File: src/rtl/smac_pkg.sv
// Shared types and constants of the shadow memory access checker.
`default_nettype none
package smac_pkg;

    localparam int ADDR_W          = 64;
    localparam int LEN_W           = 16;
    localparam int SHADOW_W        = 8;
    localparam int GRANULE_SHIFT   = 3;
    localparam int SHADOW_ENTRIES_DEF = 4096;
    localparam int PADDR_W         = 4;
    localparam int PDATA_W         = 64;

    localparam logic [1:0] OP_POISON   = 2'd0;
    localparam logic [1:0] OP_UNPOISON = 2'd1;
    localparam logic [1:0] OP_CHECK    = 2'd2;
    localparam logic [1:0] OP_NONE     = 2'd3;

    localparam logic [1:0] ST_OK       = 2'd0;
    localparam logic [1:0] ST_POISONED = 2'd1;
    localparam logic [1:0] ST_BELOW    = 2'd2;
    localparam logic [1:0] ST_BEYOND   = 2'd3;

    localparam logic REG_REGION_BASE = 1'b0;

    typedef struct packed {
        logic [1:0]          op;
        logic [ADDR_W-1:0]   address;
        logic [LEN_W-1:0]    length;
        logic [SHADOW_W-1:0] poison_value;
        logic                is_store;
    } item_t;

    typedef struct packed {
        logic [1:0]        status;
        logic [ADDR_W-1:0] fault_address;
        logic [LEN_W-1:0]  fault_length;
        logic              fault_is_store;
    } result_t;

endpackage
`default_nettype wire

File: src/rtl/smac_cfg.sv
// APB register file holding the region base address.
`default_nettype none
module smac_cfg (
    input  wire logic                          clk,
    input  wire logic                          rst_n,
    input  wire logic                          psel,
    input  wire logic                          penable,
    input  wire logic                          pwrite,
    input  wire logic [smac_pkg::PADDR_W-1:0]  paddr,
    input  wire logic [smac_pkg::PDATA_W-1:0]  pwdata,
    output logic      [smac_pkg::PDATA_W-1:0]  prdata,
    output logic                               pready,
    output logic      [smac_pkg::ADDR_W-1:0]   region_base
);
    import smac_pkg::*;

    logic [ADDR_W-1:0] region_base_reg;
    logic              sel_base;

    assign sel_base    = (paddr[PADDR_W-1] == REG_REGION_BASE);
    assign pready      = 1'b1;
    assign region_base = region_base_reg;
    assign prdata      = sel_base ? region_base_reg : '0;

    always_ff @(posedge clk or negedge rst_n)
    begin
        if (!rst_n)
        begin
            region_base_reg <= '0;
        end
        else if (psel && penable && pwrite && sel_base)
        begin
            region_base_reg <= pwdata;
        end
    end

endmodule
`default_nettype wire

File: config.mk
export PLATFORM = sky130hd
export DESIGN_NAME = smac_cfg
export DESIGN_NICKNAME = d
export VERILOG_FILES = /design/src/rtl/smac_pkg.sv /design/src/rtl/smac_cfg.sv
export SDC_FILE = /design/constraint.sdc
export NUM_CORES = 1
export LEC_CHECK = 0
export ABC_CLOCK_PERIOD_IN_PS = 1650
export BUFFER_PORTS_ARGS = -buffer_cell sky130_fd_sc_hd__clkbuf_2
export CORE_MARGIN = 4
export CORE_UTILIZATION = 40
export DETAILED_ROUTE_END_ITERATION = 10
export HOLD_SLACK_MARGIN = 0.15
export PLACE_DENSITY = 0.76
export SYNTH_ARGS = -nofsm -noshare
export SYNTH_HDL_FRONTEND = slang
export SYNTH_SLANG_ARGS = --single-unit
File: constraint.sdc
create_clock -name clk -period 1.65 [get_ports clk]
set_input_delay 0.165 -clock clk [delete_from_list [all_inputs] [get_ports clk]]
set_output_delay 0.165 -clock clk [all_outputs]
set_load 0.01 [all_outputs]
==> results of run 1 <==
## cell usage after synthesis (all sizes together)
cell	count
clkbuf	6
dfrtp	64
nand4b	1
mux2	64
buf	9
nor2b	64
conb	1
## metal layers
layer | wire, um | up-vias
met3 | 695 | 18
met2 | 4680 | 129
li1 | - | 1213
met1 | 3220 | 1231
met4 | 183 | 0
met5 | 0 | -
## layout make-up
class / count / share of cell area (%)
clock buffers: 10 / 2.73
clock inverters: 6 / 1.84
multi-input cells: 130 / 27.2
flip-flops and latches: 64 / 31.7
well taps: 102 / 2.53
repair buffers: 267 / 33.9
## path summary, 6_finish.rpt
path | start | to | slack [ps] | cells after the start
worst max-delay path | region_base[32]$_DFFE_PN0P_ | prdata[32] | 420 | 2
worst min-delay path | rst_n | region_base[28]$_DFFE_PN0P_ | 370 | 3
worst max register to register | region_base[8]$_DFFE_PN0P_ | region_base[8]$_DFFE_PN0P_ | 850 | 1
worst min register to register | region_base[62]$_DFFE_PN0P_ | region_base[62]$_DFFE_PN0P_ | 530 | 1
max in group asynchronous | rst_n | region_base[56]$_DFFE_PN0P_ | 1000 | 3
min in group clk | penable | region_base[39]$_DFFE_PN0P_ | 500 | 4
## cells in the final DEF (no fill, tap or decap)
master         count
mux2_4            60
clkbuf_2         196
bufinv_16          2
dfrtp_1           64
buf_4              2
dlygate4sd3_1     65
clkbuf_8          10
buf_12             3
mux2_2             4
conb_1             1
nor2b_1           64
clkinvlp_4         2
nand4b_4           1
buf_2              1
clkinv_4           2
## cell families after synthesis
group,synth area share (%)
flops,51.0
mux,30.1
buf+inv,5.30
simple gates,13.5
other cells,0.119
## what timing repair did
item	4_1_cts	5_1_grt
hold buffers	65	0
hold endpoints to repair	128	0
gates resized for setup	0	0
## through the flow
stage	area, sq um	hold WS (ps)	worst slack, ps	total power, mW	std cells
CTS	5040	379	428	5.61	579
finish	5040	374	420	5.58	579
detailed placement	4160	201	431	3.96	498
global placement	4160	202	452	3.92	498
floorplan	3140	-131	613	3.18	209
global route	5040	393	337	5.90	579
## power groups by stage
stage | Clock (mW) | Combinational (mW) | Sequential, mW
after floorplan | 0 | 0.848 | 2.33
after global placement | 0 | 1.72 | 2.20
after detailed placement | 0 | 1.75 | 2.22
after CTS | 1.54 | 1.88 | 2.19
after global routing | 1.63 | 2.02 | 2.26
final | 1.50 | 1.88 | 2.20
==> flow_metrics.env, run 1 <==
export IMPL_routabilityCongestion=0.824
export IMPL_grt_met2_usage_pct=34.8
export IMPL_grt_use_met3_pct=7.71
export IMPL_cts_buffers=9
export IMPL_path_buf_inv=1
export IMPL_die_x_um=96.6
export IMPL_clk_pin_slew_worst_paths_ps=80
export IMPL_grt_overflow_total=0
export IMPL_setup_viol=0
export IMPL_power_leakage_nw=2.77
export IMPL_synth_area_leaders="dfrtp_1 (51%), mux2_4 (29%), nor2b_1 (13%), buf_12 (3.8%), mux2_2 (1.4%)"
export IMPL_period_share_pct=74.5
export IMPL_ff_latch_area_sq_um=1600
export IMPL_ys_seq_area_share_pct=51.0
export IMPL_antenna_found_initial=0
export IMPL_powerDensity_nw_per_um2=1110
export IMPL_crit_slowest_cell="dfrtp_1"
export IMPL_maxCapViolations=0
export IMPL_synth_largest_area_cell="dfrtp_1"
export IMPL_clock_skew_ps=0
export IMPL_cts_max_level=3
export IMPL_synthCells=209
export IMPL_syn2layout_area_growth_pct=60.6
export IMPL_insertion_delay_ps=320
export IMPL_multi_input_area_sq_um=1370
export IMPL_cts_tree="built"
export IMPL_viasPerCell=4.47
export IMPL_hp_class="primary input to async pin"
export IMPL_grt_busiest_layer="met2"
export IMPL_seqPwrFrac_pct=39.4
export IMPL_track_usage_pct=19.2
export IMPL_synth_nets=282
export IMPL_postRouteAntennaNets=0
export IMPL_grt_max_degree=65
export IMPL_first_global_vias=2893
export IMPL_cp_data_required_time_ps=1480
export IMPL_arrival_ps=1070
export IMPL_final_layout_size_suffix_gt1_share_pct=59.3
export IMPL_fmax_ghz=0.813
export IMPL_drtIter0Drc=37
export IMPL_criticalPathCategory="register to output port"
export IMPL_via_count=2591
export IMPL_die_h_um=96.6
export IMPL_drcViolationCount=0
export IMPL_setup_tns_ps=0
export IMPL_first_pass_iters=4
export IMPL_grt_pass1_wl_um=14700
export IMPL_postSynthAreaPerCell_sq_um=15.0
export IMPL_path_cells="nor2b_1 -> clkbuf_2"
export IMPL_cpPeakStageDelay_ps=400
export IMPL_wirelength_um=8780
export IMPL_synth_warnings=0
export IMPL_ys_seq_elements=64
export IMPL_critPathCaptureType="output port"
export IMPL_clockBufferDepth=2
export IMPL_startpoint_type="register"
export IMPL_cts_sinks=64
export IMPL_rsz0062_at_grt="no"
export IMPL_fill_cells=579
export IMPL_min_period_ps=1230
export IMPL_outcome="finished clean"
export IMPL_port_buffers=197
export IMPL_cts_root_buffer="clkbuf_8"
export IMPL_num_antenna_cells=0
export IMPL_p_switching_mw=1.67
export IMPL_slew_violations=0
export IMPL_syn_cell_area_sq_um=3140
export IMPL_post_route_util_pct=65.6
export IMPL_layout_nets=545
export IMPL_fp_coreArea_sq_um=7690
export IMPL_critPathTopFamily="flip-flops"
export IMPL_path_max_fanout=3
export IMPL_p_sw_share_pct=29.9
export IMPL_cts_setup_buffers=0
export IMPL_initial_core_util_pct=40.9
export IMPL_synth_cell_types=11
export IMPL_hpwl_um=5610
export IMPL_io_pins=202
export IMPL_die_area_sq_um=9340
export IMPL_wl_per_cell_um=15.2
export IMPL_largest_reg_flops=64
export IMPL_power_frac_clock_pct=26.8
export IMPL_p_int_mw=3.91
export IMPL_pwr_share_comb_pct=33.7
export IMPL_rows=32
export IMPL_ir_drop_mv=0.578
export IMPL_yosys_area_top_type_share_pct=51.0
export IMPL_gr_usage_met1_pct=20.4
export IMPL_hold_viol=0
Power figures use the tool's default switching activity.
==> run 2: changes to the inputs <==
- ABC_CLOCK_PERIOD_IN_PS: 1650 -> 1220
- clock period: 1.65 -> 1.22 ns (I/O delays scaled with it)
==> flow_metrics.env, run 2 (synthesis results as in run 1) <==
export IMPL_ff_latch_area_sq_um=1600
export IMPL_criticalPathCategory="register to output port"
export IMPL_mostFrequentLayoutCell="clkbuf_2"
export IMPL_drtIter0Drc=39
export IMPL_fmax_ghz=0.841
export IMPL_rows=32
export IMPL_track_usage_pct=19.4
export IMPL_viasPerCell=4.43
export IMPL_clock_skew_ps=0
export IMPL_cts_max_level=3
export IMPL_place_area_sq_um=4180
export IMPL_final_area_sq_um=5100
export IMPL_period_share_pct=97.5
export IMPL_final_layout_size_suffix_gt1_share_pct=60.9
export IMPL_rr_worst_depth=2
export IMPL_ff2ff_setup_slack_ps=320
export IMPL_via_count=2607
export IMPL_p_sw_share_pct=30.0
export IMPL_routabilityCongestion=0.774
export IMPL_min_path_cells=3
export IMPL_worst_slack_ps=30.6
export IMPL_cts_tree="built"
export IMPL_seqPwrFrac_pct=40.1
export IMPL_die_h_um=96.6
export IMPL_antenna_found_initial=0
export IMPL_grt_pass1_wl_um=14700
export IMPL_largest_reg_flops=64
export IMPL_min_period_ps=1190
export IMPL_whs_ps=268
export IMPL_num_antenna_cells=0
export IMPL_powerDensity_nw_per_um2=1460
export IMPL_hp_class="primary input to register"
export IMPL_first_pass_iters=4
export IMPL_outcome="finished clean"
export IMPL_cts_sinks=64
export IMPL_max_slew_margin_pct=66.3
export IMPL_p_switching_mw=2.23
export IMPL_slew_violations=0
export IMPL_first_global_vias=2850
export IMPL_clockBufferDepth=2
export IMPL_drcViolationCount=0
export IMPL_fill_cells=569
export IMPL_fp_coreArea_sq_um=7690
export IMPL_port_buffers=197
export IMPL_ir_drop_mv=0.782
export IMPL_min_to="region_base[63]$_DFFE_PN0P_"
export IMPL_multi_input_area_sq_um=1390
export IMPL_hold_viol=0
export IMPL_grt_overflow_total=0
export IMPL_rsz0062_at_grt="yes"
export IMPL_pwr_share_comb_pct=35.6
export IMPL_die_area_sq_um=9340
export IMPL_maxCapViolations=0
export IMPL_power_frac_clock_pct=24.3
export IMPL_wl_per_cell_um=15.5
export IMPL_clk_pin_slew_worst_paths_ps=60
export IMPL_hpwl_um=5630
export IMPL_initial_core_util_pct=40.9
export IMPL_startpoint_type="register"
export IMPL_syn2layout_area_growth_pct=62.3
export IMPL_place_ws_ps=0.236
export IMPL_setup_viol=0
export IMPL_final_cell_mix="clkbuf_2 (196), dlygate4sd3_1 (65), dfrtp_1 (64)"
export IMPL_r2r_end="region_base[25]$_DFFE_PN0P_"
export IMPL_wirelength_um=9120
export IMPL_die_x_um=96.6
export IMPL_arrival_ps=1070
export IMPL_p_int_mw=5.20
export IMPL_hp_start="penable"
export IMPL_grt_max_degree=65
export IMPL_io_pins=202
export IMPL_power_leakage_nw=2.82
export IMPL_tightest_slew_ps=506
export IMPL_layout_nets=554
export IMPL_postRouteAntennaNets=0
export IMPL_insertion_delay_ps=320
export IMPL_path_max_fanout=3
export IMPL_cp_data_required_time_ps=1100
export IMPL_timing_rr_start="region_base[25]$_DFFE_PN0P_"
export IMPL_cts_root_buffer="clkbuf_8"
export IMPL_critPathCaptureType="output port"
export IMPL_cts_buffers=9
## run 2: per-stage QoR
stage,total power [mW],setup TNS [ps],cells,util [%]
final,7.42,0,588,66.3
after global routing,7.85,-106,588,66.3
after CTS,7.37,0,581,65.4
after detailed placement,5.36,0,500,54.4
after global placement,5.29,0,500,54.4
after floorplan,4.30,0,209,-
## run 2: per-layer routing
| layer | global-route usage [%] | up-vias | share of wire, % |
|---|---|---|---|
| met5 | 0 | - | 0 |
| li1 | - | 1234 | - |
| met2 | 34.5 | 127 | 53 |
| met3 | 7.50 | 8 | 7.0 |
| met1 | 21.8 | 1238 | 39 |
| met4 | 4.86 | 0 | 0.99 |
## run 2: timing repair
| item | in CTS | in global routing |
|---|---|---|
| hold buffers | 65 | 0 |
| setup endpoints to repair | 0 | 45 |
| buffers inserted | 0 | 7 |
| gates resized for setup | 0 | 7 |
| hold endpoints to repair | 128 | 0 |
## run 2: how the worst max path moves through the flow
| stage | slack (ps) | cells past startpoint | start | endpoint |
|---|---|---|---|---|
| 4_1_cts | 30 | 2 | region_base[8]$_DFFE_PN0P_ | prdata[8] |
| 6_report | 30 | 2 | region_base[24]$_DFFE_PN0P_ | prdata[24] |
| 3_3_place_gp | 20 | 4 | paddr[3] | region_base[17]$_DFFE_PN0P_ |
| 5_1_grt | -50 | 2 | region_base[24]$_DFFE_PN0P_ | prdata[24] |
| 2_1_floorplan | 230 | 4 | paddr[3] | region_base[0]$_DFFE_PN0P_ |
| 3_5_place_dp | 0.2 | 4 | paddr[3] | region_base[15]$_DFFE_PN0P_ |
## run 2: layout make-up
type / instances / area share (%)
sequential: 64 / 31.4
clock inverter: 3 / 0.785
timing repair buffer: 276 / 35.0
tap: 102 / 2.50
multi-input combinational: 130 / 27.2
clock buffer: 13 / 3.12
## run 2: power groups by stage
stage	sequential, mW	combinational (mW)	clock, mW
after global routing	3.05	2.83	1.98
final	2.98	2.64	1.80
after detailed placement	3.00	2.36	0
after global placement	2.98	2.31	0
after CTS	2.98	2.54	1.86
after floorplan	3.15	1.15	0
## run 2: worst max-delay path, stage by stage (launching register included)
cell      delay, ps
dfrtp_1         370
nor2b_1         190
clkbuf_2        170
