--- config.mk ---
export PLATFORM = sky130hd
export DESIGN_NAME = smac_ctrl
export DESIGN_NICKNAME = d
export VERILOG_FILES = /design/src/rtl/smac_pkg.sv /design/src/rtl/smac_ctrl.sv
export SDC_FILE = /design/constraint.sdc
export NUM_CORES = 1
export LEC_CHECK = 0
export ABC_AREA = 0
export BUFFER_PORTS_ARGS = -buffer_cell sky130_fd_sc_hd__buf_2
export CAP_MARGIN = 20
export CORE_MARGIN = 5
export CORE_UTILIZATION = 34
export DETAILED_ROUTE_END_ITERATION = 7
export PLACE_DENSITY = 0.62
export SYNTH_ARGS = -nofsm -noshare
export SYNTH_HDL_FRONTEND = slang
export SYNTH_SLANG_ARGS = --single-unit
--- constraint.sdc ---
create_clock -name clk -period 4.57 [get_ports clk]
set_input_delay 0.6855 -clock clk [delete_from_list [all_inputs] [get_ports clk]]
set_output_delay 0.6855 -clock clk [all_outputs]
set_load 0.03 [all_outputs]
--- src/rtl/smac_pkg.sv ---
// Shared types and constants of the shadow memory access checker.
`default_nettype none
package smac_pkg;

    localparam int ADDR_W          = 64;
    localparam int LEN_W           = 16;
    localparam int SHADOW_W        = 8;
    localparam int GRANULE_SHIFT   = 3;
    localparam int SHADOW_ENTRIES_DEF = 4096;
    localparam int PADDR_W         = 4;
    localparam int PDATA_W         = 64;

    localparam logic [1:0] OP_POISON   = 2'd0;
    localparam logic [1:0] OP_UNPOISON = 2'd1;
    localparam logic [1:0] OP_CHECK    = 2'd2;
    localparam logic [1:0] OP_NONE     = 2'd3;

    localparam logic [1:0] ST_OK       = 2'd0;
    localparam logic [1:0] ST_POISONED = 2'd1;
    localparam logic [1:0] ST_BELOW    = 2'd2;
    localparam logic [1:0] ST_BEYOND   = 2'd3;

    localparam logic REG_REGION_BASE = 1'b0;

    typedef struct packed {
        logic [1:0]          op;
        logic [ADDR_W-1:0]   address;
        logic [LEN_W-1:0]    length;
        logic [SHADOW_W-1:0] poison_value;
        logic                is_store;
    } item_t;

    typedef struct packed {
        logic [1:0]        status;
        logic [ADDR_W-1:0] fault_address;
        logic [LEN_W-1:0]  fault_length;
        logic              fault_is_store;
    } result_t;

endpackage
`default_nettype wire

--- src/rtl/smac_ctrl.sv ---
// Sequencer: shadow clear after reset, address setup, shadow fill, shadow scan and result register.
`default_nettype none
module smac_ctrl #(
    parameter int SHADOW_ENTRIES = smac_pkg::SHADOW_ENTRIES_DEF,
    localparam int IDXW = $clog2(SHADOW_ENTRIES)
) (
    input  wire logic                           clk,
    input  wire logic                           rst_n,
    input  wire logic                           start,
    output logic                                busy,
    input  wire smac_pkg::item_t                item,
    output logic                                done,
    output smac_pkg::result_t                   result,
    input  wire logic [smac_pkg::ADDR_W-1:0]    region_base,
    output logic                                mem_we,
    output logic      [IDXW-1:0]                mem_waddr,
    output logic      [smac_pkg::SHADOW_W-1:0]  mem_wdata,
    output logic                                mem_re,
    output logic      [IDXW-1:0]                mem_raddr,
    input  wire logic [smac_pkg::SHADOW_W-1:0]  mem_rdata
);
    import smac_pkg::*;

    localparam int CNTW = IDXW + 1;
    localparam int GW   = ADDR_W - GRANULE_SHIFT;
    localparam logic [GW-1:0]   ENTRIES_G = GW'(SHADOW_ENTRIES);
    localparam logic [CNTW-1:0] ENTRIES_C = CNTW'(SHADOW_ENTRIES);
    localparam logic [CNTW-1:0] LAST_C    = CNTW'(SHADOW_ENTRIES - 1);

    localparam logic [2:0] S_CLEAR = 3'd0;
    localparam logic [2:0] S_IDLE  = 3'd1;
    localparam logic [2:0] S_CALC1 = 3'd2;
    localparam logic [2:0] S_CALC2 = 3'd3;
    localparam logic [2:0] S_CALC3 = 3'd4;
    localparam logic [2:0] S_FILL  = 3'd5;
    localparam logic [2:0] S_SCAN  = 3'd6;

    logic [2:0]        state_reg, state_next;
    item_t             item_reg, item_next;
    logic              below_reg, below_next;
    logic [ADDR_W-1:0] off_reg, off_next;
    logic [ADDR_W-1:0] sum_reg, sum_next;
    logic              ovf_reg, ovf_next;
    logic [CNTW-1:0]   gran_reg, gran_next;
    logic [CNTW-1:0]   limit_reg, limit_next;
    logic [IDXW-1:0]   last_reg, last_next;
    logic              tail_reg, tail_next;
    logic              pend_valid_reg, pend_valid_next;
    logic [IDXW-1:0]   pend_gran_reg, pend_gran_next;
    logic              done_reg, done_next;
    result_t           result_reg, result_next;

    logic [ADDR_W:0]   diff;
    logic [ADDR_W:0]   sum_wide;
    logic [LEN_W-1:0]  add_len;
    logic [GW-1:0]     first_g;
    logic [GW-1:0]     end_g;
    logic [2:0]        end_low;
    logic              hit_fault;

    assign busy   = (state_reg != S_IDLE);
    assign done   = done_reg;
    assign result = result_reg;

    assign diff     = {1'b0, item_reg.address} - {1'b0, region_base};
    assign add_len  = (item_reg.op == OP_CHECK) ? (item_reg.length - LEN_W'(1))
                                                : item_reg.length;
    assign sum_wide = {1'b0, off_reg} + {{(ADDR_W + 1 - LEN_W){1'b0}}, add_len};
    assign first_g  = off_reg[ADDR_W-1:GRANULE_SHIFT];
    assign end_g    = sum_reg[ADDR_W-1:GRANULE_SHIFT];
    assign end_low  = item_reg.address[2:0] + item_reg.length[2:0] - 3'd1;
    assign hit_fault = ($signed({5'b0, end_low}) >= $signed(mem_rdata));

    always_comb
    begin
        state_next      = state_reg;
        item_next       = item_reg;
        below_next      = below_reg;
        off_next        = off_reg;
        sum_next        = sum_reg;
        ovf_next        = ovf_reg;
        gran_next       = gran_reg;
        limit_next      = limit_reg;
        last_next       = last_reg;
        tail_next       = tail_reg;
        pend_valid_next = 1'b0;
        pend_gran_next  = pend_gran_reg;
        done_next       = 1'b0;
        result_next     = result_reg;
        mem_we          = 1'b0;
        mem_waddr       = gran_reg[IDXW-1:0];
        mem_wdata       = '0;
        mem_re          = 1'b0;
        mem_raddr       = gran_reg[IDXW-1:0];

        result_next.fault_address  = item_reg.address;
        result_next.fault_length   = item_reg.length;
        result_next.fault_is_store = item_reg.is_store;

        case (state_reg)
            S_CLEAR:
            begin
                mem_we    = 1'b1;
                gran_next = gran_reg + CNTW'(1);
                if (gran_reg == LAST_C)
                begin
                    state_next = S_IDLE;
                end
            end
            S_IDLE:
            begin
                if (start)
                begin
                    item_next  = item;
                    state_next = S_CALC1;
                end
            end
            S_CALC1:
            begin
                off_next   = diff[ADDR_W-1:0];
                below_next = diff[ADDR_W];
                state_next = S_CALC2;
            end
            S_CALC2:
            begin
                sum_next   = sum_wide[ADDR_W-1:0];
                ovf_next   = sum_wide[ADDR_W];
                state_next = S_CALC3;
            end
            S_CALC3:
            begin
                last_next = sum_reg[GRANULE_SHIFT +: IDXW];
                if ((item_reg.length == '0) || (item_reg.op == OP_NONE))
                begin
                    result_next.status = ST_OK;
                    done_next          = 1'b1;
                    state_next         = S_IDLE;
                end
                else if (below_reg)
                begin
                    result_next.status = (item_reg.op == OP_CHECK) ? ST_BELOW : ST_OK;
                    done_next          = 1'b1;
                    state_next         = S_IDLE;
                end
                else if (item_reg.op == OP_CHECK)
                begin
                    if (ovf_reg || (end_g >= ENTRIES_G))
                    begin
                        result_next.status = ST_BEYOND;
                        done_next          = 1'b1;
                        state_next         = S_IDLE;
                    end
                    else
                    begin
                        gran_next  = off_reg[GRANULE_SHIFT +: CNTW];
                        state_next = S_SCAN;
                    end
                end
                else
                begin
                    gran_next  = (first_g >= ENTRIES_G) ? ENTRIES_C
                                                        : off_reg[GRANULE_SHIFT +: CNTW];
                    limit_next = (ovf_reg || (end_g >= ENTRIES_G)) ? ENTRIES_C
                                                                   : sum_reg[GRANULE_SHIFT +: CNTW];
                    tail_next  = (item_reg.op == OP_UNPOISON) &&
                                 (item_reg.length[2:0] != 3'd0) &&
                                 !ovf_reg && (end_g < ENTRIES_G);
                    state_next = S_FILL;
                end
            end
            S_FILL:
            begin
                if (gran_reg < limit_reg)
                begin
                    mem_we    = 1'b1;
                    mem_wdata = (item_reg.op == OP_UNPOISON) ? '0 : item_reg.poison_value;
                    gran_next = gran_reg + CNTW'(1);
                end
                else
                begin
                    if (tail_reg)
                    begin
                        mem_we    = 1'b1;
                        mem_waddr = last_reg;
                        mem_wdata = {5'b0, item_reg.length[2:0]};
                    end
                    result_next.status = ST_OK;
                    done_next          = 1'b1;
                    state_next         = S_IDLE;
                end
            end
            S_SCAN:
            begin
                if (gran_reg <= {1'b0, last_reg})
                begin
                    mem_re          = 1'b1;
                    pend_valid_next = 1'b1;
                    pend_gran_next  = gran_reg[IDXW-1:0];
                    gran_next       = gran_reg + CNTW'(1);
                end
                if (pend_valid_reg &&
                    ((mem_rdata != '0) || (pend_gran_reg == last_reg)))
                begin
                    if (mem_rdata == '0)
                    begin
                        result_next.status = ST_OK;
                    end
                    else if (pend_gran_reg != last_reg)
                    begin
                        result_next.status = ST_POISONED;
                    end
                    else
                    begin
                        result_next.status = hit_fault ? ST_POISONED : ST_OK;
                    end
                    pend_valid_next = 1'b0;
                    done_next       = 1'b1;
                    state_next      = S_IDLE;
                end
            end
            default:
            begin
                state_next = S_IDLE;
            end
        endcase
    end

    always_ff @(posedge clk or negedge rst_n)
    begin
        if (!rst_n)
        begin
            state_reg      <= S_CLEAR;
            gran_reg       <= '0;
            pend_valid_reg <= 1'b0;
            done_reg       <= 1'b0;
        end
        else
        begin
            state_reg      <= state_next;
            gran_reg       <= gran_next;
            pend_valid_reg <= pend_valid_next;
            done_reg       <= done_next;
        end
    end

    always_ff @(posedge clk)
    begin
        item_reg      <= item_next;
        below_reg     <= below_next;
        off_reg       <= off_next;
        sum_reg       <= sum_next;
        ovf_reg       <= ovf_next;
        limit_reg     <= limit_next;
        last_reg      <= last_next;
        tail_reg      <= tail_next;
        pend_gran_reg <= pend_gran_next;
        result_reg    <= result_next;
    end

endmodule
`default_nettype wire

==> impl_results.md <==
- Die ar.: 57480 um^2
- Initial Utilization: 0.3422
- Unrepaired setup endpoints after global routing: no
- P_int: 7.699 mW
- Setup WS post-layout: 453.0 ps
- Post-synth EDFFs: 258
- Distinct cells, synth: 77
- Max Root-Sink Buffers: 3
- Post-CTS Setup Bufs: 0
- WP data arrival: 4400 ps
- Average size of a mapped cell: 11.15 um^2
- Detail Route Antenna Nets: 0
- Root Driver: clkbuf_16
- R2r worst-path depth: 15
- VDD IR-drop max: 0.3070 mV
- Num rows: 84
- Slew @ Worst Pin: 943.9 ps
- Final net count: 2184
- WL/cell: 17.99 um
- DR DRC count: 0
- Crit Path Max Fanout: 11
- Period minus WS final: 4117 ps
- I/O Buffers: 284
- Fmax: 242.9 MHz
- Clk slew on worst S/H paths: 60 ps
- Yosys warning count: 0
- Synthesized cell area: 17950 um^2
- Final Cycle Share: 0.9009
- Avg Vias per Cell: 4.998
- CTS tree: built
- Outcome: completed
- FF+latch area: 9819 um^2
- HPWL Detailed: 36960 um
- Finished Layout Cells: 2626
- # setup viols final: 0
- Critical path cell sequence: nor4_1 -> buf_4 -> nand3_1 -> or4_1 -> nor3_1 -> xor2_1 -> ha_1 -> o21a_1 -> o21ai_0 -> nand2b_1 -> and3_1 -> o211ai_1 -> nand2b_2 -> nor4_1 -> xor2_1
- NetSw: 4.151 mW
- Register area share after synthesis: 0.5472
- Pre-Repair DR Iteration Count: 5
- Worst r2r dst: sum_reg[63]$_DFFE_PP_
- Slowest stage cell, crit path: edfxtp_1
- Overall Global Routing Usage: 0.1582
- Worst r2r src: item_reg[12]$_DFFE_PP_
- Async S/R FF share, synth: 0.05042
- Most common cell after layout, fill and taps aside: buf_2
- Core area: 52450 um^2
- Highest-count cells in the layout ignoring fill and taps: buf_2 (284), edfxtp_1 (258), inv_1 (128), a21oi_1 (117), nand2_1 (116)
- Multi-input logic area: 7388 um^2
- Switching share of power: 0.3503
- Top FF cell, synth: edfxtp_1
- Slew HR: 0.3692
- 1st-iter DRT viols: 833
- Die height: 239.7 um
- #FFs+latches synth: 357
- Area leader, netlist: edfxtp_1
- Nature of the critical path startpoint: flop
- Clock skew: 18.05 ps
- Worst Setup SP: item_reg[12]$_DFFE_PP_
- R2R Setup Slk: 450 ps
- CTS sink cnt: 357
- Synthesized net count: 1889
- Final wirelength: 47240 um
- Initial antenna violation count: 3
- Pre-CTS setup slack: 412.7 ps
- Worst Path Required: 4860 ps
- Clk_lat worst skew: 560 ps
- Hold buffers post-CTS: 0
- Comb pwr share: 0.309
- Vias in the first global route: 13090
- Chip Width: 239.7 um
- CP endpoint kind: flop
- Max Transition Viols Final: 0
- Placer Congestion: 0.8672
- Placed cell count: 2550
- Hold Vio Cnt, Final: 0
- Top cells by area, synth: edfxtp_1 (43%), dfxtp_1 (9.0%), ha_1 (7.8%), xnor2_1 (4.1%), a21oi_1 (3.3%)
- Num ports: 285
- Max Cap Viol: 0
- Post-synth top area share: 0.4317
- Clock share of power: 0.277
- Post-Route Setup TNS: 0 ps
- Gr ovfl total: 0
- Max incr delay on CP: 460 ps
- DR vias: 13120
- Maximum number of pins on one net before global-route repair: 75
- Area grow syn2layout: 20.03%
- Mapped Cells: 1610
- Path category of the worst min-delay check: in2async
- # H-tree levels: 2
- Largest register FFs: 91
- Total clock buffers created by CTS: 40
- First-pass GRT wire length: 71640 um
- Layout cells sized above 1: 0.2127
- Leakage: 9.012 nW
- Cell area power density: 550.2 nW/um^2
- Worst setup path category: reg2reg
- Fill count: 4928
- Sequential power share: 0.413
-- critical path, delay by kind of cell (launching register included) --
kind,cells,cell delay (ps)
adder cells (fa/ha/maj),1,320
flip-flops,1,460
XOR/XNOR,2,210
AND/OR/NAND/NOR,8,2190
buffers and inverters,1,190
AO/OA/AOI/OAI,3,470
-- worst max path at each step --
stage                               end  depth (start not counted)
4_1_cts           sum_reg[63]$_DFFE_PP_                         15
3_5_place_dp      sum_reg[63]$_DFFE_PP_                         15
5_1_grt           sum_reg[34]$_DFFE_PP_                         15
6_report          sum_reg[63]$_DFFE_PP_                         15
3_3_place_gp      sum_reg[63]$_DFFE_PP_                         15
2_1_floorplan  gran_reg[12]$_DFFE_PN0P_                         12
-- Yosys cell counts, drive strengths merged (17+ instances only) --
cell type and n:
a21o 42, a21oi 118, a31oi 21, and2 25, and3 20, buf 21, clkbuf 33, dfrtp 18
dfxtp 81, edfxtp 258, ha 112, inv 128, nand2 116, nand2b 24, nand3 41, nand4 33
nor2 78, nor3 29, nor4 39, o21a 17, o21ai 63, xnor2 83, xor2 63
-- cell families after synthesis --
family | after synthesis | synth area share
AND/OR/NAND/NOR | 456 | 0.1300
flip-flops | 357 | 0.5472
AO/OA/AOI/OAI | 341 | 0.1213
buffers and inverters | 183 | 0.04253
XOR/XNOR | 146 | 0.07125
adder cells (fa/ha/maj) | 113 | 0.07920
multiplexers | 14 | 0.008576
-- metrics by stage --
stage | instance area [um^2] | hold slack, ps | power, mW | util
2_1_floorplan | 17950 | 323.3 | 7.514 | -
3_3_place_gp | 20140 | 324.9 | 8.535 | 0.3840
3_5_place_dp | 20140 | 334.1 | 8.617 | 0.3840
4_1_cts | 21510 | 81.41 | 11.96 | 0.4101
5_1_grt | 21540 | 112.6 | 12.54 | 0.4107
6_report | 21540 | 102.8 | 11.85 | 0.4107
-- power groups by stage --
stage,sequential [mW],combinational [mW],clock (mW)
3_3_place_gp,4.95,3.58,0
3_5_place_dp,4.97,3.65,0
6_report,4.90,3.67,3.29
2_1_floorplan,5.00,2.51,0
5_1_grt,4.97,4.05,3.52
4_1_cts,4.90,3.67,3.38
-- metal layers --
layer / vias up / global-route usage / part of all wire
li1: 6431 / - / -
met1: 6227 / 0.2076 / 0.43
met2: 386 / 0.2685 / 0.48
met3: 78 / 0.03224 / 0.062
met4: 2 / 0.04098 / 0.023
met5: - / 0 / 0.00028
-- final cells by class --
class	count	share of cell area
Sequential cell	357	0.4559
Multi-Input combinational cell	1070	0.3430
Timing Repair Buffer	307	0.07493
Clock buffer	56	0.05541
Tap cell	688	0.03996
Inverter	129	0.02248
Clock inverter	18	0.008248
Antenna cell	1	0.0001162
-- timing repair --
action / in CTS / in global routing
gates resized for setup: 0 / 1
endpoints found under the setup margin: 0 / 2
endpoints found under the hold margin: 0 / 0
Power figures use the tool's default switching activity.
