[config.mk]
export PLATFORM = sky130hd
export DESIGN_NAME = smac_ram
export DESIGN_NICKNAME = d
export VERILOG_FILES = /design/src/rtl/smac_ram.sv
export SDC_FILE = /design/constraint.sdc
export NUM_CORES = 1
export LEC_CHECK = 0
export BUFFER_PORTS_ARGS = -buffer_cell sky130_fd_sc_hd__clkbuf_2
export CORE_MARGIN = 3
export CORE_UTILIZATION = 30
export CTS_CLUSTER_DIAMETER = 80
export CTS_CLUSTER_SIZE = 12
export DETAILED_ROUTE_END_ITERATION = 10
export GPL_TIMING_DRIVEN = 0
export PLACE_DENSITY = 0.5
export SKIP_CTS_REPAIR_TIMING = 1
export SYNTH_ARGS = -nofsm -noshare
export SYNTH_HDL_FRONTEND = slang
export SYNTH_SLANG_ARGS = --single-unit
[constraint.sdc]
create_clock -name clk -period 5.2 [get_ports clk]
set_clock_uncertainty 0.05 [all_clocks]
set_input_delay 0.52 -clock clk [delete_from_list [all_inputs] [get_ports clk]]
set_output_delay 0.52 -clock clk [all_outputs]
set_load 0.03 [all_outputs]
[src/rtl/smac_ram.sv]
// Generic single-write, single-read RAM with registered read data.
`default_nettype none
module smac_ram #(
    parameter int WIDTH = 8,
    parameter int DEPTH = 16,
    localparam int AW = $clog2(DEPTH)
) (
    input  wire logic             clk,
    input  wire logic             we,
    input  wire logic [AW-1:0]    waddr,
    input  wire logic [WIDTH-1:0] wdata,
    input  wire logic             re,
    input  wire logic [AW-1:0]    raddr,
    output logic      [WIDTH-1:0] rdata
);

    logic [WIDTH-1:0] mem [DEPTH];

    always_ff @(posedge clk)
    begin
        if (we)
        begin
            mem[waddr] <= wdata;
        end
        if (re)
        begin
            rdata <= mem[raddr];
        end
    end

endmodule
`default_nettype wire

==> metrics.log, run 1 <==
INFO  metric floorplan.rows = 47
INFO  metric ys_async_sr_fraction = 0
INFO  metric finalCritPeriodShare = 0.4261
INFO  metric final_core_util = 0.3639
INFO  metric die_area = around 0.019 sq mm
INFO  metric final_cell_count_no_fill = roughly 500
INFO  metric status = finished clean
INFO  metric cp.arrival = between 2000 and 2500 ps
INFO  metric sequential_standard_cell_area = just over 0.004 sq mm
INFO  metric timing.final.max_slew_violations = 0
INFO  metric type_of_the_worst_setup_path = in -> reg
INFO  metric routed_wl = 10480 um
INFO  metric post_synth_num_cell_types = 18
INFO  metric fp.coreArea = roughly 0.017 sq mm
INFO  metric cts-root-buf = sky130_fd_sc_hd__clkbuf_16
INFO  metric cp.required = 5160 ps
INFO  metric synth_sequential_area_ratio = 0.7812
INFO  metric multi_input_gate_area = between 0.001 and 0.0015 sq mm
INFO  metric synth_top_cell_area_share = 0.7812
INFO  metric final-hold-violation-count = 0
INFO  metric fin_crit_period = ~2200 ps
INFO  metric initial_antenna_violation_count = 0
INFO  metric final_nets = 292
INFO  metric dpl_cell_area = 0.005628 sq mm
INFO  metric timing.setup.tns = 0 ps
INFO  metric path_max_fanout = 8
INFO  metric synth-seq-cells = roughly 140
INFO  metric n_antenna_cell = 0
INFO  metric die-width = roughly 140 um
INFO  metric fin_area = just over 0.006 sq mm
INFO  metric antenna_violating_nets_post_route = 0
INFO  metric area_delta_synth_final = 17.09%
INFO  metric timing.hold.worst.class = in -> reg
INFO  metric cts.sinks = 136
INFO  metric routed_wire_length_per_instance = just over 20 um
INFO  metric port_buffers = 25
INFO  metric synth_area_per_cell = ~23 sq um
INFO  metric ys.flop_type = sky130_fd_sc_hd__edfxtp_1
INFO  metric max_freq = between 400 and 500 MHz
INFO  metric syn_area = 0.005228 sq mm
INFO  metric maximum_number_of_pins_on_one_net_before_global_route_repair = 17
INFO  metric unrepaired_setup_endpoints_after_global_routing = false
INFO  metric initial_core_util = 0.3108
INFO  metric clock_insertion_delay_worst_skew = just over 400 ps
INFO  metric boundaryPins = 27
INFO  metric power.density_cell_area = 384.7 mW/mm^2
INFO  metric max-vdd-ir-drop = approximately 250 uV
INFO  metric remaining_drc_errors = 0
INFO  metric detailed_place_hpwl = around 6700 um
INFO  metric syn_nets = around 250
INFO  metric slew_headroom = 0.1149
INFO  metric total_of_max_cap_violations = 0
INFO  metric fillers = between 1500 and 2000
INFO  metric cp_top_family = simple AND/OR/NAND/NOR gates
INFO  metric post-place-cells = around 470
INFO  metric grt_first_pass_wirelength = approximately 16000 um
INFO  metric worst_setup_path_end_kind = flop
INFO  metric leading_area_contributor_after_synthesis = sky130_fd_sc_hd__edfxtp_1
INFO  metric htree_num_levels = 4
INFO  metric tightest_slew = roughly 1300 ps
INFO  metric grt_use_total = 0.1174
INFO  metric vias_in_the_first_global_route = around 2400
INFO  metric iteration_0_drc_markers = about 200
INFO  metric layout_common_cells = sky130_fd_sc_hd__edfxtp_1 (136), sky130_fd_sc_hd__clkbuf_2 (25), sky130_fd_sc_hd__mux4_2 (18), sky130_fd_sc_hd__clkbuf_16 (17), sky130_fd_sc_hd__a22oi_1 (16)
INFO  metric setup.worst_path.start_class = primary input
INFO  metric post_detailed_route_via_to_cell_ratio = 4.678
INFO  metric vias = around 2400
INFO  metric gp_congestion = roughly 0.7
INFO  metric yosysWarningCount = 0
INFO  metric cts.reportedPaths.clkPinSlew = about 50 ps
INFO  metric timing.critical_path.slowest_cell_delay = roughly 1000 ps
INFO  metric synth_area_leaders = sky130_fd_sc_hd__edfxtp_1 (78%), sky130_fd_sc_hd__mux4_2 (7.8%), sky130_fd_sc_hd__mux4_1 (7.0%)
INFO  metric cellLeakagePower = between 1.5 and 2 nW
INFO  metric final_critical_path_setup_slack = slightly below 3000 ps
INFO  metric dpl_ws = roughly 2500 ps
INFO  metric worstPathBufferInverterCount = 1
INFO  metric tritoncts = done
INFO  metric critical_path.cell_chain = clkbuf_2, or3b_2, nor3_1
INFO  metric drt_pre_antenna_iters = 4
INFO  metric synth_edf_count = between 100 and 150
INFO  metric drive_above_1_share = 0.2587
INFO  metric synthesis.instances = about 230
INFO  metric cts_inserted_buffers = 17
INFO  metric clk_path_buf_depth = 2
INFO  metric timing.critical_path.slowest_stage_cell = sky130_fd_sc_hd__nor3_1
INFO  metric grt.overflow.total = 0
INFO  metric commonest_non_fill_non_tap_cell_in_the_layout = sky130_fd_sc_hd__edfxtp_1
INFO  metric report.final.setup_viol = 0
INFO  metric die_height = roughly 140 um
[layout make-up]
cell class / instances / share of cell area
sequential: 136 / 0.6672
multi-input combinational: 83 / 0.1744
clock buffer: 24 / 0.07379
tap: 220 / 0.04497
timing repair buffer: 25 / 0.02044
buffer: 10 / 0.01410
clock inverter: 8 / 0.005110
[cells by family (layout without fill, tap and decap cells)]
group	Yosys count	in the layout	share of synthesized area
flip-flops	136	136	0.7812
buffers and inverters	10	67	0.01651
multiplexers	32	32	0.1479
AND/OR/NAND/NOR	35	35	0.03136
AO/OA/AOI/OAI	16	16	0.02298
[Yosys cell counts, types with 2 or more instances]
cell type and count:
sky130_fd_sc_hd__edfxtp_1 136, sky130_fd_sc_hd__nand3b_1 2, sky130_fd_sc_hd__mux4_2 18, sky130_fd_sc_hd__nor3_1 4, sky130_fd_sc_hd__buf_6 3, sky130_fd_sc_hd__nand2b_1 2
sky130_fd_sc_hd__mux4_1 14, sky130_fd_sc_hd__nand2_1 9, sky130_fd_sc_hd__clkdlybuf4s25_2 3, sky130_fd_sc_hd__nor2_1 13, sky130_fd_sc_hd__buf_2 3, sky130_fd_sc_hd__a22oi_1 16
[report_power, final]
group | internal (mW) | total (mW) | switching, mW
sequential | 1.24 | 1.24 | 0.00499
clock | 0.594 | 0.986 | 0.391
combinational | 0.0474 | 0.127 | 0.0795
total | 1.88 | 2.35 | 0.476
[path summary, 6_finish.rpt]
check | depth (start not counted) | to | slack (ps) | start
min reg2reg | 3 | rdata[3] | 700 | mem[11][3]
min | 1 | rdata[5] | 440 | re
max reg2reg | 3 | rdata[0] | 3560 | mem[5][0]
max | 3 | mem[0][1] | 2980 | waddr[2]
[worst register-to-register path: cells and delay by family (launching register included)]
family | cells | cell delay [ps]
multiplexers | 1 | 560
flip-flops | 1 | 340
AO/OA/AOI/OAI | 1 | 310
AND/OR/NAND/NOR | 1 | 110
[sequential cells by signal (all words and copies together), names as in the netlist]
| signal | count |
|---|---|
| mem | 128 |
| rdata | 8 |
[stage by stage]
stage	hold slack, ps	power (mW)
final	435.7	2.355
after global routing	452.8	2.443
after CTS	432.8	2.384
after detailed placement	695.8	1.393
after global placement	687.5	1.390
after floorplan	568.9	1.336
[per-layer routing]
layer	global-route usage	vias to the layer above	part of all wire
met3	0.03142	14	0.046
met1	0.1600	1223	0.46
li1	-	1073	-
met2	0.1760	57	0.48
met4	0.05616	0	0.017
met5	0	-	0
Note: power is estimated with default switching activity, not from simulation.
==> run 2, diff against run 1 <==
ABC_AREA = 1   (was default)
PLACE_DENSITY = 0.51   (was 0.5)
clock period = 1.78 ns   (was 5.2 ns; I/O delays follow)
==> run 2 against run 1 <==
  * Sequential power rose to 2.9 times the previous value
  * First-iteration DRC count grew 27%
  * Clock-buffer cell count is 6 lower
  * Hold slack got worse by 360 ps
  * Largest cell class unchanged
  * Highest routed layer unchanged
==> metrics.log, run 2 <==
INFO  metric die_height = 145.6 um (+5.5%)
INFO  metric htree_num_levels = 4 (unchanged)
INFO  metric fin_crit_period = around 1400 ps
INFO  metric fillers = 1875 (+17%)
INFO  metric top_signal_layer_used = met4
INFO  metric clock_insertion_delay_worst_skew = 410 ps (about the same)
INFO  metric power_total = 7.351 mW (+210%)
INFO  metric ys.flop_type = sky130_fd_sc_hd__edfxtp_1
INFO  metric cp_top_family = simple AND/OR/NAND/NOR gates
INFO  metric cts.reportedPaths.clkPinSlew = 60 ps (about the same)
INFO  metric drt_pre_antenna_iters = 5 (+1)
INFO  metric total_of_max_cap_violations = 0 (unchanged)
INFO  metric antenna_violating_nets_post_route = 0 (unchanged)
INFO  metric commonest_non_fill_non_tap_cell_in_the_layout = sky130_fd_sc_hd__nand2_1
INFO  metric post-synth-top-count-cell = sky130_fd_sc_hd__nand2_1
INFO  metric post-place-cells = 834 (+76%)
INFO  metric finalCritPeriodShare = 0.7896
INFO  metric fp.coreArea = 0.01896 sq mm (+13%)
INFO  metric max-vdd-ir-drop = 499.0 uV (+100%)
INFO  metric clk_path_buf_depth = 2 (unchanged)
INFO  metric setup.worst_path.start_class = primary input
INFO  metric tightest_slew = 1018 ps (-299.2 ps)
INFO  metric remaining_drc_errors = 0 (unchanged)
INFO  metric power.density_cell_area = 1077 mW/mm^2 (+180%)
INFO  metric timing.critical_path.slowest_stage_cell = sky130_fd_sc_hd__nor2_1
INFO  metric iteration_0_drc_markers = 258 (+27%)
INFO  metric grt_use_total = 0.1400 (+0.02252)
INFO  metric largest_register_ff_count = 128 (unchanged)
INFO  metric boundaryPins = 27 (unchanged)
INFO  metric synth_area_per_cell = 10.61 sq um (-54%)
INFO  metric sequential_standard_cell_area = 0.004084 sq mm (unchanged)
INFO  metric post_detailed_route_via_to_cell_ratio = 4.362 (-6.8%)
INFO  metric routed_wire_length_per_instance = 16.59 um (-20%)
INFO  metric worst_setup_path_end_kind = flop
INFO  metric gp_congestion = 0.8724 (+26%)
INFO  metric final-hold-violation-count = 0 (unchanged)
INFO  metric dpl_cell_area = 0.006287 sq mm (+12%)
INFO  metric cts_inserted_buffers = 17 (unchanged)
INFO  metric wl_met2 = 6436 um (+28%)
INFO  metric multi_input_gate_area = 0.001214 sq mm (+14%)
INFO  metric vias_in_the_first_global_route = 3724 (+53%)
INFO  metric route.layer.met1.wl = 6684 um (+40%)
INFO  metric grt_first_pass_wirelength = 22140 um (+40%)
INFO  metric detailed_place_hpwl = 9764 um (+45%)
INFO  metric synth_sequential_area_ratio = 0.6985 (-0.08275)
INFO  metric cellLeakagePower = 2.899 nW (+45%)
INFO  metric max_freq = 711.5 MHz
INFO  metric path_max_fanout = 8 (unchanged)
INFO  metric slew_headroom = 0.3186 (+0.2037)
INFO  metric initial_core_util = 0.3084 (-0.002368)
INFO  metric maximum_number_of_pins_on_one_net_before_global_route_repair = 17 (unchanged)
INFO  metric tritoncts = done
INFO  metric timing.hold.worst.class = in -> reg
INFO  metric leading_area_contributor_after_synthesis = sky130_fd_sc_hd__edfxtp_1
INFO  metric initial_antenna_violation_count = 0 (unchanged)
INFO  metric cp.required = 1760 ps (-3400 ps)
INFO  metric final_nets = 612 (+110%)
INFO  metric max_flop_register = mem
INFO  metric die_area = 0.02120 sq mm (+11%)
INFO  metric synthesis.instances = 551 (+140%)
INFO  metric critical_path.cell_chain = clkbuf_2, nand3b_1, nor2_1
INFO  metric synth_edf_count = 136 (unchanged)
INFO  metric floorplan.rows = 50 (+6.4%)
INFO  metric synth-seq-cells = 136 (unchanged)
INFO  metric port_buffers = 23 (-8.0%)
INFO  metric timing.critical_path.slowest_cell_delay = 830 ps (-190 ps)
INFO  metric type_of_the_worst_setup_path = in -> reg
INFO  metric worstPathBufferInverterCount = 1 (unchanged)
INFO  metric report.final.setup_viol = 0 (unchanged)
INFO  metric die-width = 145.6 um (+5.5%)
INFO  metric synth_top_cells_by_count = sky130_fd_sc_hd__nand2_1 (173), sky130_fd_sc_hd__edfxtp_1 (136), sky130_fd_sc_hd__inv_1 (100)
INFO  metric yosysWarningCount = 0 (unchanged)
INFO  metric vias = 3773 (+59%)
INFO  metric synth_top_cell_area_share = 0.6985 (-0.08275)
INFO  metric top_regs = mem (128), rdata (8)
INFO  metric fin_worst_hold_slack = 73.98 ps (-361.7 ps)
INFO  metric synth_area_leaders = sky130_fd_sc_hd__edfxtp_1 (70%), sky130_fd_sc_hd__nand2_1 (11%), sky130_fd_sc_hd__nand3_1 (8.3%)
INFO  metric cts.sinks = 136 (unchanged)
INFO  metric final_core_util = 0.3603 (-0.003670)
INFO  metric layout_common_cells = sky130_fd_sc_hd__nand2_1 (173), sky130_fd_sc_hd__edfxtp_1 (136), sky130_fd_sc_hd__inv_1 (100), sky130_fd_sc_hd__nand3_1 (97), sky130_fd_sc_hd__clkbuf_2 (23)
INFO  metric cp.arrival = 1380 ps (-800 ps)
INFO  metric n_antenna_cell = 0 (unchanged)
INFO  metric fin_area = 0.006829 sq mm (+12%)
INFO  metric syn_nets = 570 (+130%)
INFO  metric length_of_routed_met3_wiring = 786 um (+62%)
INFO  metric final_cell_count_no_fill = 865 (+71%)
INFO  metric routed_wl = 14350 um (+37%)
INFO  metric post_synth_num_cell_types = 11 (-7)
INFO  metric unrepaired_setup_endpoints_after_global_routing = false
INFO  metric cts-root-buf = sky130_fd_sc_hd__clkbuf_16
INFO  metric timing.final.max_slew_violations = 0 (unchanged)
INFO  metric ys_async_sr_fraction = 0 (unchanged)
INFO  metric area_delta_synth_final = 16.80%
INFO  metric grt.overflow.total = 0 (unchanged)
INFO  metric drive_above_1_share = 0.1223 (-0.1364)
INFO  metric status = finished clean
INFO  metric syn_area = 0.005847 sq mm (+12%)
-- run 2: final timing paths --
check,end,startpoint,cells past startpoint,slack [ps]
worst max-delay path,mem[6][1],waddr[3],3,370
worst min-delay path,rdata[6],re,1,70
worst max register to register,rdata[1],mem[1][1],6,520
worst min register to register,rdata[0],mem[8][0],6,740
-- run 2: kinds of logic (layout without fill, tap and decap cells) --
| group | Yosys count | in the layout | share of synthesized area |
|---|---|---|---|
| and+or+nand+nor | 289 | 289 | 0.2076 |
| DFF | 136 | 136 | 0.6985 |
| buffers and inverters | 126 | 180 | 0.09394 |
-- run 2: worst register-to-register path, cell delays in order (launching register included) --
cell and delay (ps):
sky130_fd_sc_hd__edfxtp_1 360, sky130_fd_sc_hd__inv_1 80, sky130_fd_sc_hd__nand2_1 50, sky130_fd_sc_hd__nand3_1 80, sky130_fd_sc_hd__nand3_1 110, sky130_fd_sc_hd__nand3_1 160
sky130_fd_sc_hd__nand2_1 110
-- run 2: layout make-up --
type / instances / share of cell area
tap: 260 / 0.04764
multi-input combinational: 289 / 0.1777
clock buffer: 18 / 0.06284
sequential: 136 / 0.5980
clock inverter: 13 / 0.01649
timing repair buffer: 23 / 0.01686
buffer: 24 / 0.02437
inverter: 102 / 0.05606
-- run 2: stage by stage --
step / worst slack (ps) / TNS (ps)
after floorplan: 601.2 / 0
after global placement: 23.57 / 0
after detailed placement: -11.89 / -92.39
after CTS: 425.0 / 0
after global routing: 372.8 / 0
final: 374.5 / 0
-- run 2: report_power, final --
part           internal, mW  switching, mW
Combinational         0.134          0.357
Clock                  2.01           1.22
Sequential             3.61         0.0168
-- run 2: layer usage --
| metal | vias up | GRT usage |
|---|---|---|
| li1 | 1866 | - |
| met1 | 1766 | 0.1895 |
| met2 | 120 | 0.2120 |
| met3 | 21 | 0.03581 |
| met4 | 0 | 0.06505 |
| met5 | - | 0 |
